===== config.mk =====
export PLATFORM = sky130hd
export DESIGN_NAME = seven_segment_frame_composer_unit_flat
export DESIGN_NICKNAME = d
export VERILOG_FILES = /design/src/hdl/ssfc_pkg.sv /design/src/hdl/ssfc_if.sv /design/src/hdl/seven_segment_frame_composer_unit.sv /design/src/hdl/ssfc_front.sv /design/src/hdl/ssfc_serializer.sv /design/src/flat_wrapper.sv
export SDC_FILE = /design/constraint.sdc
export NUM_CORES = 1
export LEC_CHECK = 0
export BUFFER_PORTS_ARGS = -buffer_cell sky130_fd_sc_hd__buf_2
export CORE_UTILIZATION = 42
export DETAILED_ROUTE_END_ITERATION = 6
export GPL_TIMING_DRIVEN = 0
export HOLD_SLACK_MARGIN = 0.05
export SYNTH_ARGS = -nofsm -noshare
export SYNTH_HDL_FRONTEND = slang
export SYNTH_SLANG_ARGS = --single-unit

===== constraint.sdc =====
create_clock -name clk -period 10.37 [get_ports clk]
set_clock_uncertainty 0.15 [all_clocks]
set_input_delay 2.074 -clock clk [delete_from_list [all_inputs] [get_ports clk]]
set_output_delay 2.074 -clock clk [all_outputs]
set_load 0.01 [all_outputs]

===== src/hdl/ssfc_pkg.sv =====
`default_nettype none

package ssfc_pkg;

  typedef enum logic [2:0] {
    CMD_NUMBER = 3'd0,
    CMD_TIME   = 3'd1,
    CMD_DATE   = 3'd2,
    CMD_TEMP   = 3'd3,
    CMD_BRIGHT = 3'd4,
    CMD_CLEAR  = 3'd5,
    CMD_HELLO  = 3'd6
  } cmd_t;

  localparam logic [15:0] BLINK_RESET = 16'd1000;

  localparam logic [13:0] NUM_MAX   = 14'd9999;
  localparam logic [13:0] TEMP_MAX  = 14'd999;
  localparam logic [6:0]  PAIR_MAX  = 7'd99;
  localparam logic [13:0] LVL_LIMIT = 14'd7;

  // reciprocals: x/1000 = (x*R)>>23, x/100 = (x*R)>>20, x/10 = (x*R)>>19, for x <= 9999
  localparam logic [13:0] RECIP_1000 = 14'd8389;
  localparam logic [13:0] RECIP_100  = 14'd10486;
  localparam logic [15:0] RECIP_10   = 16'd52429;

  localparam logic [7:0] ADDR_BASE    = 8'hC0;
  localparam logic [7:0] DOT_BIT      = 8'h80;
  localparam logic [7:0] LVL_BASE     = 8'h88;
  localparam logic [7:0] LVL_MAX      = 8'h8F;
  localparam logic [7:0] MODE_FIXED   = 8'h44;
  localparam logic [7:0] DEGREE_GLYPH = 8'h63;
  localparam logic [7:0] GLYPH_H      = 8'h76;
  localparam logic [7:0] GLYPH_E      = 8'h79;
  localparam logic [7:0] GLYPH_L      = 8'h38;
  localparam logic [7:0] GLYPH_O      = 8'h3F;
  localparam logic [7:0] BLANK        = 8'h00;

  typedef struct packed {
    cmd_t        cmd;
    logic [13:0] val;       // saturated number or temperature tenths
    logic [3:0]  q1000;
    logic [6:0]  q100;
    logic [9:0]  q10;
    logic [6:0]  hi_pair;   // hours or day
    logic [3:0]  hi_tens;
    logic [6:0]  lo_pair;   // minutes or month
    logic [3:0]  lo_tens;
    logic        colon;
    logic [7:0]  lvl_byte;
  } split_t;

  // exact for x <= 1028
  function automatic logic [6:0] div10(input logic [9:0] x);
    logic [17:0] p;
    p = 18'(x) * 18'd205;
    return p[17:11];
  endfunction

  function automatic logic [3:0] mod10(input logic [9:0] x);
    logic [9:0] rem;
    rem = x - 10'(div10(x)) * 10'd10;
    return rem[3:0];
  endfunction

  function automatic logic [7:0] seg_of(input logic [3:0] d);
    logic [7:0] s;
    case (d)
      4'd0: s = 8'h3F;
      4'd1: s = 8'h06;
      4'd2: s = 8'h5B;
      4'd3: s = 8'h4F;
      4'd4: s = 8'h66;
      4'd5: s = 8'h6D;
      4'd6: s = 8'h7D;
      4'd7: s = 8'h07;
      4'd8: s = 8'h7F;
      4'd9: s = 8'h6F;
      default: s = BLANK;
    endcase
    return s;
  endfunction

endpackage

`default_nettype wire


===== src/hdl/ssfc_if.sv =====
`default_nettype none

interface ssfc_in_if;
  logic        valid;
  logic        ready;
  logic [2:0]  cmd;
  logic [13:0] first_value;
  logic [6:0]  second_value;
  logic [31:0] now_ms;

  modport source (output valid, output cmd, output first_value, output second_value,
                  output now_ms, input ready);
  modport sink (input valid, input cmd, input first_value, input second_value,
                input now_ms, output ready);
endinterface

interface ssfc_out_if;
  logic       valid;
  logic       ready;
  logic [7:0] bus_byte;
  logic       frame_start;
  logic       frame_end;
  logic       last_of_run;

  modport source (output valid, output bus_byte, output frame_start, output frame_end,
                  output last_of_run, input ready);
  modport sink (input valid, input bus_byte, input frame_start, input frame_end,
                input last_of_run, output ready);
endinterface

`default_nettype wire


===== src/hdl/seven_segment_frame_composer_unit.sv =====
// Path: a request is registered in s0 and s1 of the front, then in the serializer buffer and the output register.
// Throughput: one bus byte per cycle from the byte serializer while out_ch is not stalled, 8 bytes per request
// (2 for brightness); an unused command code is dropped in the front and sends no bytes.
// Reset (rst, synchronous): pipeline and serializer empty, colon off, last toggle time 0,
// blink period 1000 ms.
`default_nettype none

module seven_segment_frame_composer_unit import ssfc_pkg::*; (
  input  logic         clk,
  input  logic         rst,
  input  logic         cfg_wr_en,
  input  logic [15:0]  cfg_wr_data,
  ssfc_in_if.sink      in_ch,
  ssfc_out_if.source   out_ch
);

  logic [15:0] blink_period_ms;
  logic        split_valid;
  logic        split_ready;
  split_t      split_data;

  always_ff @(posedge clk) begin
    if (rst) begin
      blink_period_ms <= BLINK_RESET;
    end else if (cfg_wr_en) begin
      blink_period_ms <= cfg_wr_data;
    end
  end

  ssfc_front u_front (
    .clk             (clk),
    .rst             (rst),
    .blink_period_ms (blink_period_ms),
    .in_ch           (in_ch),
    .dn_valid        (split_valid),
    .dn_ready        (split_ready),
    .dn_data         (split_data)
  );

  ssfc_serializer u_serializer (
    .clk      (clk),
    .rst      (rst),
    .up_valid (split_valid),
    .up_ready (split_ready),
    .up_data  (split_data),
    .out_ch   (out_ch)
  );

endmodule

`default_nettype wire


===== src/hdl/ssfc_front.sv =====
`default_nettype none

module ssfc_front import ssfc_pkg::*; (
  input  logic          clk,
  input  logic          rst,
  input  logic [15:0]   blink_period_ms,
  ssfc_in_if.sink       in_ch,
  output logic          dn_valid,
  input  logic          dn_ready,
  output split_t        dn_data
);

  logic        s0_valid;
  logic [2:0]  s0_cmd;
  logic [13:0] s0_v1;
  logic [6:0]  s0_v2;
  logic [31:0] s0_now;

  logic        s1_valid;
  split_t      s1_data;

  logic        s0_adv;
  logic        s0_take;
  logic        cmd_ok;
  cmd_t        s0_kind;

  logic        colon_on;
  logic        colon_on_next;
  logic [31:0] last_toggle_ms;
  logic [31:0] last_toggle_ms_next;
  logic [31:0] elapsed;
  logic        toggle;

  logic [13:0] sat_val;
  logic [27:0] p1000;
  logic [27:0] p100;
  logic [29:0] p10;
  logic [6:0]  hi_pair;
  logic [6:0]  lo_pair;
  logic [6:0]  hi_q;
  logic [6:0]  lo_q;
  split_t      split_next;

  assign s0_adv      = s0_valid && (!s1_valid || dn_ready);
  assign in_ch.ready = !s0_valid || s0_adv;
  assign s0_take     = in_ch.valid && in_ch.ready;
  assign s0_kind     = cmd_t'(s0_cmd);
  assign cmd_ok      = (s0_cmd <= 3'(CMD_HELLO));

  assign dn_valid = s1_valid;
  assign dn_data  = s1_data;

  // colon flips only on time requests once the blink period is exceeded
  assign elapsed = s0_now - last_toggle_ms;
  assign toggle  = s0_adv && (s0_kind == CMD_TIME) && (elapsed > {16'd0, blink_period_ms});

  always_comb begin
    colon_on_next       = colon_on;
    last_toggle_ms_next = last_toggle_ms;
    if (toggle) begin
      colon_on_next       = !colon_on;
      last_toggle_ms_next = s0_now;
    end
  end

  always_comb begin
    if (s0_kind == CMD_TEMP) begin
      sat_val = (s0_v1 > TEMP_MAX) ? TEMP_MAX : s0_v1;
    end else begin
      sat_val = (s0_v1 > NUM_MAX) ? NUM_MAX : s0_v1;
    end
    hi_pair = (s0_v1 > 14'(PAIR_MAX)) ? PAIR_MAX : s0_v1[6:0];
    lo_pair = (s0_v2 > PAIR_MAX) ? PAIR_MAX : s0_v2;
    hi_q    = div10({3'd0, hi_pair});
    lo_q    = div10({3'd0, lo_pair});

    p1000 = 28'(sat_val) * 28'(RECIP_1000);
    p100  = 28'(sat_val) * 28'(RECIP_100);
    p10   = 30'(sat_val) * 30'(RECIP_10);

    split_next.cmd      = s0_kind;
    split_next.val      = sat_val;
    split_next.q1000    = p1000[26:23];
    split_next.q100     = p100[26:20];
    split_next.q10      = p10[28:19];
    split_next.hi_pair  = hi_pair;
    split_next.hi_tens  = hi_q[3:0];
    split_next.lo_pair  = lo_pair;
    split_next.lo_tens  = lo_q[3:0];
    split_next.colon    = colon_on_next;
    split_next.lvl_byte = (s0_v1 >= LVL_LIMIT) ? LVL_MAX : LVL_BASE + {5'd0, s0_v1[2:0]};
  end

  always_ff @(posedge clk) begin
    if (rst) begin
      s0_valid       <= 1'b0;
      s1_valid       <= 1'b0;
      colon_on       <= 1'b0;
      last_toggle_ms <= '0;
    end else begin
      colon_on       <= colon_on_next;
      last_toggle_ms <= last_toggle_ms_next;
      if (s0_take) begin
        s0_valid <= 1'b1;
      end else if (s0_adv) begin
        s0_valid <= 1'b0;
      end
      // drop unused command codes here
      if (s0_adv) begin
        s1_valid <= cmd_ok;
      end else if (dn_ready) begin
        s1_valid <= 1'b0;
      end
    end
  end

  always_ff @(posedge clk) begin
    if (s0_take) begin
      s0_cmd <= in_ch.cmd;
      s0_v1  <= in_ch.first_value;
      s0_v2  <= in_ch.second_value;
      s0_now <= in_ch.now_ms;
    end
    if (s0_adv) begin
      s1_data <= split_next;
    end
  end

endmodule

`default_nettype wire


===== src/hdl/ssfc_serializer.sv =====
`default_nettype none

module ssfc_serializer import ssfc_pkg::*; (
  input  logic        clk,
  input  logic        rst,
  input  logic        up_valid,
  output logic        up_ready,
  input  split_t      up_data,
  ssfc_out_if.source  out_ch
);

  logic [7:0] pat [4];
  logic [7:0] pat_next [4];
  logic       bright_next;
  logic       buf_valid;
  logic       buf_bright;
  logic [2:0] idx;

  logic       out_valid;
  logic [7:0] out_byte;
  logic       out_start;
  logic       out_end;
  logic       out_last;

  logic       emit;
  logic       last_byte;
  logic       load;
  logic [7:0] byte_sel;
  logic       start_sel;
  logic       end_sel;

  logic [3:0]  d_hund;
  logic [3:0]  d_tens;
  logic [13:0] u_rem;
  logic [6:0]  hi_rem;
  logic [6:0]  lo_rem;
  logic [7:0]  dot_time;

  always_comb begin
    d_hund   = mod10({3'd0, up_data.q100});
    d_tens   = mod10(up_data.q10);
    u_rem    = up_data.val - 14'(up_data.q10) * 14'd10;
    hi_rem   = up_data.hi_pair - 7'(up_data.hi_tens) * 7'd10;
    lo_rem   = up_data.lo_pair - 7'(up_data.lo_tens) * 7'd10;
    dot_time = up_data.colon ? DOT_BIT : BLANK;

    bright_next = 1'b0;
    pat_next[0] = BLANK;
    pat_next[1] = BLANK;
    pat_next[2] = BLANK;
    pat_next[3] = BLANK;
    case (up_data.cmd)
      CMD_NUMBER: begin
        pat_next[0] = seg_of(up_data.q1000);
        pat_next[1] = seg_of(d_hund);
        pat_next[2] = seg_of(d_tens);
        pat_next[3] = seg_of(u_rem[3:0]);
      end
      CMD_TIME: begin
        pat_next[0] = seg_of(up_data.hi_tens);
        pat_next[1] = seg_of(hi_rem[3:0]) | dot_time;
        pat_next[2] = seg_of(up_data.lo_tens);
        pat_next[3] = seg_of(lo_rem[3:0]);
      end
      CMD_DATE: begin
        pat_next[0] = seg_of(up_data.hi_tens);
        pat_next[1] = seg_of(hi_rem[3:0]) | DOT_BIT;
        pat_next[2] = seg_of(up_data.lo_tens);
        pat_next[3] = seg_of(lo_rem[3:0]);
      end
      CMD_TEMP: begin
        pat_next[0] = seg_of(d_hund);
        pat_next[1] = seg_of(d_tens) | DOT_BIT;
        pat_next[2] = seg_of(u_rem[3:0]);
        pat_next[3] = DEGREE_GLYPH;
      end
      CMD_BRIGHT: begin
        bright_next = 1'b1;
        pat_next[0] = up_data.lvl_byte;
        pat_next[1] = MODE_FIXED;
      end
      CMD_CLEAR: begin
        pat_next[0] = BLANK;
      end
      CMD_HELLO: begin
        pat_next[0] = GLYPH_H;
        pat_next[1] = GLYPH_E;
        pat_next[2] = GLYPH_L;
        pat_next[3] = GLYPH_O;
      end
      default: begin
        pat_next[0] = BLANK;
      end
    endcase
  end

  assign last_byte = buf_bright ? (idx == 3'd1) : (idx == 3'd7);
  assign emit      = buf_valid && (!out_valid || out_ch.ready);
  assign up_ready  = !buf_valid || (emit && last_byte);
  assign load      = up_valid && up_ready;

  // brightness bytes are one-byte frames; others alternate address and pattern
  always_comb begin
    if (buf_bright) begin
      byte_sel  = pat[{1'b0, idx[0]}];
      start_sel = 1'b1;
      end_sel   = 1'b1;
    end else if (!idx[0]) begin
      byte_sel  = ADDR_BASE + 8'(idx[2:1]);
      start_sel = 1'b1;
      end_sel   = 1'b0;
    end else begin
      byte_sel  = pat[idx[2:1]];
      start_sel = 1'b0;
      end_sel   = 1'b1;
    end
  end

  always_ff @(posedge clk) begin
    if (rst) begin
      buf_valid <= 1'b0;
      out_valid <= 1'b0;
      idx       <= '0;
    end else begin
      if (emit) begin
        out_valid <= 1'b1;
      end else if (out_ch.ready) begin
        out_valid <= 1'b0;
      end
      // a new request replaces the one whose last byte leaves this cycle
      if (load) begin
        buf_valid <= 1'b1;
        idx       <= '0;
      end else if (emit) begin
        idx <= idx + 3'd1;
        if (last_byte) begin
          buf_valid <= 1'b0;
        end
      end
    end
  end

  always_ff @(posedge clk) begin
    if (load) begin
      pat[0]     <= pat_next[0];
      pat[1]     <= pat_next[1];
      pat[2]     <= pat_next[2];
      pat[3]     <= pat_next[3];
      buf_bright <= bright_next;
    end
    if (emit) begin
      out_byte  <= byte_sel;
      out_start <= start_sel;
      out_end   <= end_sel;
      out_last  <= last_byte;
    end
  end

  assign out_ch.valid       = out_valid;
  assign out_ch.bus_byte    = out_byte;
  assign out_ch.frame_start = out_start;
  assign out_ch.frame_end   = out_end;
  assign out_ch.last_of_run = out_last;

endmodule

`default_nettype wire


===== src/flat_wrapper.sv =====
// flat-port wrapper written by rule: the top's interface ports become plain ports
module seven_segment_frame_composer_unit_flat import ssfc_pkg::*;
  (clk, rst, cfg_wr_en, cfg_wr_data, in_ch_valid, in_ch_cmd, in_ch_first_value, in_ch_second_value, in_ch_now_ms, in_ch_ready, out_ch_valid, out_ch_bus_byte, out_ch_frame_start, out_ch_frame_end, out_ch_last_of_run, out_ch_ready);
  ssfc_in_if in_ch_i ();
  ssfc_out_if out_ch_i ();
  input  logic clk;
  input  logic rst;
  input  logic cfg_wr_en;
  input  logic [15:0] cfg_wr_data;
  input wire logic [$bits(in_ch_i.valid)-1:0] in_ch_valid;
  input wire logic [$bits(in_ch_i.cmd)-1:0] in_ch_cmd;
  input wire logic [$bits(in_ch_i.first_value)-1:0] in_ch_first_value;
  input wire logic [$bits(in_ch_i.second_value)-1:0] in_ch_second_value;
  input wire logic [$bits(in_ch_i.now_ms)-1:0] in_ch_now_ms;
  output wire logic [$bits(in_ch_i.ready)-1:0] in_ch_ready;
  output wire logic [$bits(out_ch_i.valid)-1:0] out_ch_valid;
  output wire logic [$bits(out_ch_i.bus_byte)-1:0] out_ch_bus_byte;
  output wire logic [$bits(out_ch_i.frame_start)-1:0] out_ch_frame_start;
  output wire logic [$bits(out_ch_i.frame_end)-1:0] out_ch_frame_end;
  output wire logic [$bits(out_ch_i.last_of_run)-1:0] out_ch_last_of_run;
  input wire logic [$bits(out_ch_i.ready)-1:0] out_ch_ready;
  assign in_ch_i.valid = in_ch_valid;
  assign in_ch_i.cmd = in_ch_cmd;
  assign in_ch_i.first_value = in_ch_first_value;
  assign in_ch_i.second_value = in_ch_second_value;
  assign in_ch_i.now_ms = in_ch_now_ms;
  assign in_ch_ready = in_ch_i.ready;
  assign out_ch_valid = out_ch_i.valid;
  assign out_ch_bus_byte = out_ch_i.bus_byte;
  assign out_ch_frame_start = out_ch_i.frame_start;
  assign out_ch_frame_end = out_ch_i.frame_end;
  assign out_ch_last_of_run = out_ch_i.last_of_run;
  assign out_ch_i.ready = out_ch_ready;
  seven_segment_frame_composer_unit u_core (.clk(clk), .rst(rst), .cfg_wr_en(cfg_wr_en), .cfg_wr_data(cfg_wr_data), .in_ch(in_ch_i), .out_ch(out_ch_i));
endmodule

# After elaboration in Yosys (flattened, before gate mapping)

Memories as Yosys holds them, arrays and structs flattened. A register that Yosys moved wholly into a read port is not among the register bits.
Index checks and enable logic that the tools add are counted.

Register bits after elaboration: 177
Bits in latches: 0
RAM bits: 32
Bits in read-only memories: 1680
Bits of input ports: 77
Word-level logic and storage cells: 143
Memories kept: 16

$add $sub $neg: 9
Multiply operators: 12
Divide/modulo/power cells: 0
Magnitude comparators: 7
Equal/unequal tests: 9
Shift operators: 0
Mux-type cells: 37
Bitwise operators: 1
Reductions and logical operators: 24

Memory list:

| memory          | depth | width | read ports | clocked after Yosys merged registers in | wr ports | line           | source |
|---|---|---|---|---|---|---|---|
| (no name shown) | 16    | 7     | 1          | 1                                       | 0        | ssfc_pkg.sv:68 | `case (d)` |
| (no name shown) | 16    | 7     | 1          | 0                                       | 0        | ssfc_pkg.sv:68 |  |
| (no name shown) | 16    | 7     | 1          | 0                                       | 0        | ssfc_pkg.sv:68 |  |
| (no name shown) | 16    | 7     | 1          | 0                                       | 0        | ssfc_pkg.sv:68 |  |
| (no name shown) | 16    | 7     | 1          | 1                                       | 0        | ssfc_pkg.sv:68 |  |
| (no name shown) | 16    | 7     | 1          | 0                                       | 0        | ssfc_pkg.sv:68 |  |
| +10 memories    | n/a   | n/a   | n/a        | n/a                                     | n/a      | n/a            |  |

Operators with widths:

| kind                   | number |
|---|---|
| $pmux 8 s6             | 2 |
| $pmux 16 s5            | 1 |
| $mul 7x8->15 const B   | 3 |
| $mux 14                | 3 |
| $gt 32x16->1           | 1 |
| $mux 8                 | 4 |
| $sub 32x32->32         | 1 |
| $mul 14x16->29 const B | 1 |
| $mul 14x14->27 const B | 1 |
| $mul 14x13->26 const B | 1 |
| $mux 4                 | 5 |
| $sub 4x4->4            | 5 |
| $mul 10x8->18 const B  | 1 |
| $mux 1                 | 16 |
| $ge 14x3->1 const B    | 1 |
| $gt 14x10->1 const B   | 1 |
| $gt 14x14->1 const B   | 1 |
| $gt 14x7->1 const B    | 1 |
| $mux 7                 | 2 |
| $mul 4x3->3 const B    | 3 |
| $mul 10x3->3 const B   | 1 |
| $reduce_bool 2->1      | 5 |
| $eq 3x1->1 const B     | 3 |
| $eq 3x2->1 const B     | 3 |
| 15 further kinds       | 33 |

# Longest topological paths before layout

Gate-level depths: netlist of run 1.

Depth in word-level cells: 10
Gate-level depth with buffers: 32

# Hierarchy

A second synthesis of run 1 with hierarchy kept.

Cells, all modules: 2628
Area total of the unflattened synthesis: 25575.8 um^2

By module, submodules not included:

| module                            | instances | cells each | area an instance (um^2) | seq. area each (um^2) |
|---|---|---|---|---|
| ssfc_front                        | 1         | 1862       | 18535.3                 | 4304.1 |
| ssfc_serializer                   | 1         | 714        | 6439.9                  | 1421.4 |
| seven_segment_frame_composer_unit | 1         | 52         | 600.6                   | 320.3 |

# Worst setup path after synthesis of run 1

OpenSTA, ideal clock, no wires.

Path kind: register -> register
Start point: reg u_core.u_front.s0_v1[5]
End point: reg u_core.u_front.s1_data, in the netlist u_core.u_front.dn_data[39] (data pin)
Library setup time: 0.262 ns
Data arrival time: 7.011 ns
Data required time: 9.958 ns
Slack: 2.947 ns
Stages on the path, launching flop included: 30
Buffers on the path: 2
Clock period less this slack: 7.423 ns
Path through: edfxtp_1 > clkbuf_1 > nor4_1 > nor3b_1 > o31a_1 > or2_2 > clkbuf_1 > nor2_1 > ha_1 > inv_1 > ha_1 > inv_1 > fa_1 > fa_1 > inv_1 > fa_1 > inv_1 > fa_1 > inv_1 > ha_1 > a21o_1 > a21o_1 > a21oi_1 > o211ai_1 > o21a_1 > o31a_1 > o21a_1 > o21ai_0 > a21oi_1 > xor2_1

Cells in the longest elaborated chain, start to end: 4
Elaborated cells between the ends (all ways): 6
Classes of those cells: mul: 1; order compare: 2; mux: 3

RTL lines:

| element                                      | line                               | source |
|---|---|---|
| from (decl)                                  | ssfc_front.sv:15                   | `logic [13:0] s0_v1;` |
| from (signal assigned)                       | ssfc_front.sv:120                  | `s0_v1 <= in_ch.first_value;` |
| $gt 14x14->1 or $gt 14x10->1 (tied branches) | ssfc_front.sv:70, ssfc_front.sv:68 |  |
| $mux 14, on equally long branches            | ssfc_front.sv:70, ssfc_front.sv:68 |  |
| $mux 14 *                                    | ssfc_front.sv:67                   | `if (s0_kind == CMD_TEMP) begin` |
| $mul 14x16->29 *                             | ssfc_front.sv:79                   | `p10 = 30'(sat_val) * 30'(RECIP_10);` |
| net u_core.u_front.p10[27]                   | ssfc_front.sv:37                   | `logic [29:0] p10;` |
| to (signal assigned)                         | ssfc_front.sv:125                  | `s1_data <= split_next;` |
| to (decl)                                    | ssfc_front.sv:20                   | `split_t s1_data;` |

The timed path passes the listed nets; every way through them passes the cells marked *.
A chain may end at the register's enable or synchronous reset.

# Worst setup path after layout of run 1

Start point: reg u_core.u_front.s0_v1[5]
End point: reg u_core.u_front.s1_data, in the netlist u_core.u_front.dn_data[47] (data pin)

Cells in the longest elaborated chain, start to end: 4
Elaborated cells between the ends (all ways): 6
Classes of those cells: mul: 1; order compare: 2; mux: 3

RTL lines:

| element                                      | line                               | source |
|---|---|---|
| $gt 14x14->1 or $gt 14x10->1 (tied branches) | ssfc_front.sv:70, ssfc_front.sv:68 |  |
| $mux 14, on equally long branches            | ssfc_front.sv:70, ssfc_front.sv:68 |  |
| $mux 14 *                                    | ssfc_front.sv:67                   |  |
| $mul 14x13->26 *                             | ssfc_front.sv:78                   | `p100 = 28'(sat_val) * 28'(RECIP_100);` |
| net u_core.u_front.p100[26]                  | ssfc_front.sv:36                   | `logic [27:0] p100;` |

Marks and branches as above.

==> results of run 1 <==
## worst max-delay path, delay by kind of cell (launching register included)
kind	cells	cell delay (ps)
buffers and inverters	5	870
XOR/XNOR	1	140
AND/OR/NAND/NOR	5	1810
adder cells (fa/ha/maj)	7	2750
AO/OA/AOI/OAI	7	2800
flip-flops	1	350
## per-layer routing
metal,vias to the layer above,share of wire,track usage,wire length [um]
met4,2,0.034,0.0634,1960
met3,93,0.033,0.0207,1890
met5,-,0.00047,0.00408,27
met1,8512,0.45,0.256,25800
met2,277,0.48,0.338,27400
li1,8795,-,-,-
## layout make-up
class	instances	area [um2]
Antenna cell	1	2.50
Buffer	61	270
Clock buffer	38	791
Clock inverter	16	153
Fill cell	5511	30800
Inverter	474	1780
Multi-Input combinational cell	1739	16500
Sequential cell	225	5960
Tap cell	765	957
Timing Repair Buffer	90	503
## layout by cell type (no fill, tap or decap), types with 37 or more instances in the layout
cell	instances
a21oi_1	96
clkbuf_1	57
o21ai_0	62
fa_1	170
edfxtp_1	145
buf_2	90
inv_1	469
a21o_1	37
mux2i_1	70
dfxtp_1	80
xnor2_1	76
nor2_1	128
nand2_1	164
ha_1	482
## logic make-up after synthesis
family	count (synthesis)	share of synthesized area
xor gates and xnor gates	104	0.0378
AOI/OAI and AO/OA	424	0.118
muxes	94	0.0432
DFF	225	0.243
other	1	0.000153
and+or+nand+nor	464	0.0886
adders and majority gates	652	0.385
buffers and inverters	535	0.0836
## path summary, 6_finish.rpt
path	end	slack [ps]	depth (start not counted)
min reg2reg	u_core.u_front.last_toggle_ms[8]	310	2
max	u_core.u_front.dn_data[47]	1260	25
min	u_core.u_front.last_toggle_ms[8]	310	2
max reg2reg	u_core.u_front.dn_data[47]	1260	25
## metrics by stage
stage / setup slack (ps) / cells / hold slack (ps) / utilization / cell area [um2]
2_1_floorplan: 2950 / 2499 / 285 / - / 24500
4_1_cts: 1230 / 3408 / 308 / 0.466 / 26900
3_5_place_dp: 1260 / 3354 / 296 / 0.450 / 26000
5_1_grt: 597 / 3409 / 319 / 0.466 / 26900
6_report: 1260 / 3409 / 307 / 0.466 / 26900
3_3_place_gp: 1290 / 3351 / 293 / 0.449 / 25900
==> results by group, run 1 <==
Outcome
  – Outcome: completed

CTS
  – Num CTS Buffers: 29
  – H-Tree Depth: 1
  – Cts hold-fix bufs: 0
  – CTS tree: yes
  – Clk slew on worst S/H paths: 60 ps
  – Post-cts resize count: 0
  – Root Buffer: clkbuf_16
  – Clock sinks: 225
  – Setup bufs post-CTS: 0
  – Worst-Skew Late Latency: 590 ps
  – CTS Buffer Depth: 3

Detailed routing
  – Routed WL: 57.1 mm
  – Remaining antenna violation count: 0
  – Wirelength per Cell: 16.8 um
  – Initial detailed-routing violation count: 893
  – Via-per-instance ratio: 5.19
  – Post-route DRC: 0
  – Via count: 17,679
  – Initial DRT Pass Iterations: 5

Critical path
  – Crit-path most repeated cell: ha_1
  – Critical Path Fanout Max: 8
  – Critical Path RT: 10,550 ps
  – Endpoint class of the critical path: register
  – Critical path class: register to register
  – Slowest stage delay, CP: 750 ps
  – Critical Path Start Type: register
  – WP data arrival: 9290 ps
  – Crit. Startpoint: u_core.u_front.s0_v1[5]
  – R2r startpoint: u_core.u_front.s0_v1[5]
  – Crit-path slowest cell: a2111oi_0

Yosys
  – Seq cells post-synth: 225
  – Unique cell type count in the Yosys netlist: 94
  – Seq/Total Area, Yosys: 0.243
  – Synth cell count leaders: ha_1, inv_1, fa_1
  – Synth Instances: 2,499
  – Post-synth top area share: 0.246
  – Syn Nets: 3,228
  – Top cells by area, synth: ha_1, edfxtp_1, fa_1
  – Most common cell in the netlist: ha_1
  – Ys flop type: edfxtp_1
  – Asr flop ratio synth: 0
  – EDFF count, synth: 145
  – Synthesized area: 0.0245 mm2
  – Syn_area_per_cell: 9.80 um2
  – Yosys warns: 0
  – Largest area contributor in the netlist: ha_1

Placed design
  – Final Wtd Congestion: 0.921
  – Buffers on Ports: 87
  – HPWL Detailed: 47.8 mm

STA
  – Tmin final: 9110 ps
  – Final setup viols: 0
  – Slew HR: 0.0781
  – Unrepaired setup endpoints after global routing: no
  – Max Slew Vio Count: 0
  – Final Hold Viols: 0
  – Highest Clock Rate: 110 MHz
  – Crit share post-route: 0.878
  – Worst slew pin tran: 1380 ps
  – Setup TNS: 0 ps

Final layout
  – Layout cells sized above 1: 0.0798
  – Syn-to-layout area delta: 9.88%
  – Final net count: 3,349

Floorplan
  – Core Footprint: 0.0577 mm2
  – Site Rows: 88
  – Die area: 0.0593 mm2
  – Chip Height: 243 um
  – I/O pins: 90
  – Die X: 243 um
  – Initial core utilization: 0.424

Global routing
  – Congestion Overflow GR: 0
  – Pin count of the biggest net entering global routing: 33
  – GR Util All Layers: 0.196
  – Vias in the first global route: 18,357
  – First-pass GRT wire length: 93.9 mm
  – Initial antenna violation count: 1

Min path
  – Hold Startpoint: u_core.u_front.last_toggle_ms[8]
  – Worst hold path class: register to register

Run
  – Max cap viols: 0
Power of run 1 is left out: the tool's default activity adds up to more than one toggle a clock period on the data nets, which glitch-free logic cannot reach.
==> inputs of run 2 (changes only) <==
Settings changed: CORE_MARGIN set to 10, CTS_CLUSTER_DIAMETER set to 80.
==> results by group, run 2 (synthesized netlist as in run 1, its figures left out) <==
STA
  – Final Hold Viols: 0 (unchanged)
  – Worst slew pin tran: 1320 ps (was 1380 ps)
  – Crit share post-route: 0.869 (was 0.878)
  – Slew HR: 0.118 (was 0.0781)
  – Unrepaired setup endpoints after global routing: no (unchanged)
  – Final hold slack: 309 ps (was 307 ps)
  – Highest Clock Rate: 111 MHz (was 110 MHz)
  – Setup TNS: 0 ps (unchanged)
  – Final setup viols: 0 (unchanged)
  – Tmin final: 9010 ps (was 9110 ps)
  – Max Slew Vio Count: 0 (unchanged)

Critical path
  – FF-to-FF path depth: 25 (unchanged)
  – Critical Path RT: 10,560 ps (was 10,550 ps)
  – Critical Path Fanout Max: 8 (unchanged)
  – Critical Path Start Type: register (unchanged)
  – WP data arrival: 9200 ps (was 9290 ps)
  – Critical path class: register to register (unchanged)
  – Endpoint class of the critical path: register (unchanged)

Detailed routing
  – Met3 Wirelength: 2.60 mm (was 1.89 mm)
  – Post-route DRC: 0 (unchanged)
  – Top sig layer: met4 (was met5)
  – Wl on met1: 26.0 mm (was 25.8 mm)
  – Via count: 17,756 (was 17,679)
  – Wirelength per Cell: 17.1 um (was 16.8 um)
  – Met2 routed WL: 28.3 mm (was 27.4 mm)
  – Via-per-instance ratio: 5.20 (was 5.19)
  – Routed WL: 58.2 mm (was 57.1 mm)
  – Initial detailed-routing violation count: 970 (was 893)
  – Initial DRT Pass Iterations: 5 (unchanged)
  – Remaining antenna violation count: 0 (unchanged)

Global routing
  – Pin count of the biggest net entering global routing: 33 (unchanged)
  – Initial antenna violation count: 0 (was 1)
  – Vias in the first global route: 18,438 (was 18,357)
  – GR Util All Layers: 0.171 (was 0.196)
  – First-pass GRT wire length: 95.0 mm (was 93.9 mm)
  – Congestion Overflow GR: 0 (unchanged)

Outcome
  – Outcome: completed (unchanged)

Floorplan
  – Die area: 0.0684 mm2 (was 0.0593 mm2)
  – Initial core utilization: 0.424 (unchanged)
  – Core Footprint: 0.0577 mm2 (unchanged)
  – Chip Height: 261 um (was 243 um)
  – I/O pins: 90 (unchanged)
  – Die X: 261 um (was 243 um)
  – Site Rows: 88 (unchanged)

CTS
  – Post-cts resize count: 0 (unchanged)
  – Clk slew on worst S/H paths: 60 ps (about the same)
  – Setup bufs post-CTS: 0 (unchanged)
  – CTS Buffer Depth: 3 (unchanged)
  – Worst-Skew Late Latency: 600 ps (was 590 ps)
  – Cts hold-fix bufs: 0 (unchanged)
  – CTS tree: yes (unchanged)
  – Clock sinks: 225 (unchanged)
  – Num CTS Buffers: 31 (was 29)
  – H-Tree Depth: 1 (unchanged)
  – Root Buffer: clkbuf_16 (unchanged)

Placed design
  – HPWL Detailed: 48.7 mm (was 47.8 mm)
  – Buffers on Ports: 87 (unchanged)
  – Area after DPL: 0.0260 mm2 (unchanged)
  – Final Wtd Congestion: 0.911 (was 0.921)

Final layout
  – Final net count: 3,352 (was 3,349)
  – ANT cells: 0 (was 1)
  – Syn-to-layout area delta: 10.7% (was 9.88%)
  – Final instance area: 0.0271 mm2 (was 0.0269 mm2)
  – Most frequent cells in the layout: ha_1, inv_1, fa_1 (unchanged)
  – Most common cell after layout, fill and taps aside: ha_1 (unchanged)
  – Layout cells sized above 1: 0.0835 (was 0.0798)
  – Filler cells: 5,467 (was 5,511)

Min path
  – Hold path depth: 2 (unchanged)
  – Worst hold path class: register to register (unchanged)

Run
  – Max cap viols: 0 (unchanged)
## run 2: layout make-up
cell class / count / area, um2 / share of cell area
well taps: 765 / 957 / 0.0353
flip-flops and latches: 225 / 5960 / 0.220
clock inverters: 23 / 299 / 0.0110
repair buffers: 91 / 531 / 0.0196
clock buffers: 35 / 811 / 0.0299
plain buffers: 61 / 270 / 0.00997
inverters: 474 / 1780 / 0.0657
multi-input cells: 1739 / 16500 / 0.609
## run 2: final timing paths
path                                    startpoint                          endpoint  slack, ps
setup reg to reg           u_core.u_front.s0_v1[5]        u_core.u_front.dn_data[47]       1360
setup / recovery           u_core.u_front.s0_v1[5]        u_core.u_front.dn_data[47]       1360
hold / removal    u_core.u_front.last_toggle_ms[8]  u_core.u_front.last_toggle_ms[8]        310
hold reg to reg   u_core.u_front.last_toggle_ms[8]  u_core.u_front.last_toggle_ms[8]        310
## run 2: metrics by stage
stage	cells	util	setup slack (ps)
2_1_floorplan	2499	-	2950
6_report	3413	0.470	1360
5_1_grt	3413	0.470	779
4_1_cts	3412	0.469	1260
3_5_place_dp	3354	0.450	1360
3_3_place_gp	3351	0.449	1340
## run 2: metal layers
metal / up-vias / track usage
met2: 337 / 0.295
met3: 77 / 0.0205
met1: 8533 / 0.224
met5: - / 0
li1: 8809 / -
met4: 0 / 0.0441
## run 2: worst max-delay path: stages (launching register included)
cell and delay, ps:
edfxtp_1 370, clkbuf_1 240, nor4_1 610, nor3b_1 120
o31a_1 320, or2_2 280, clkbuf_1 170, nor2_1 550
inv_1 340, ha_1 450, ha_1 200, or2_2 300
ha_1 310, fa_1 420, fa_1 520, inv_1 50
fa_1 540, inv_1 40, ha_1 290, a2111o_1 460
a2111oi_0 620, o31ai_1 310, a41o_1 350, o41ai_1 460
o21bai_1 130, xnor2_1 140
Power of run 2 is left out for the same reason.
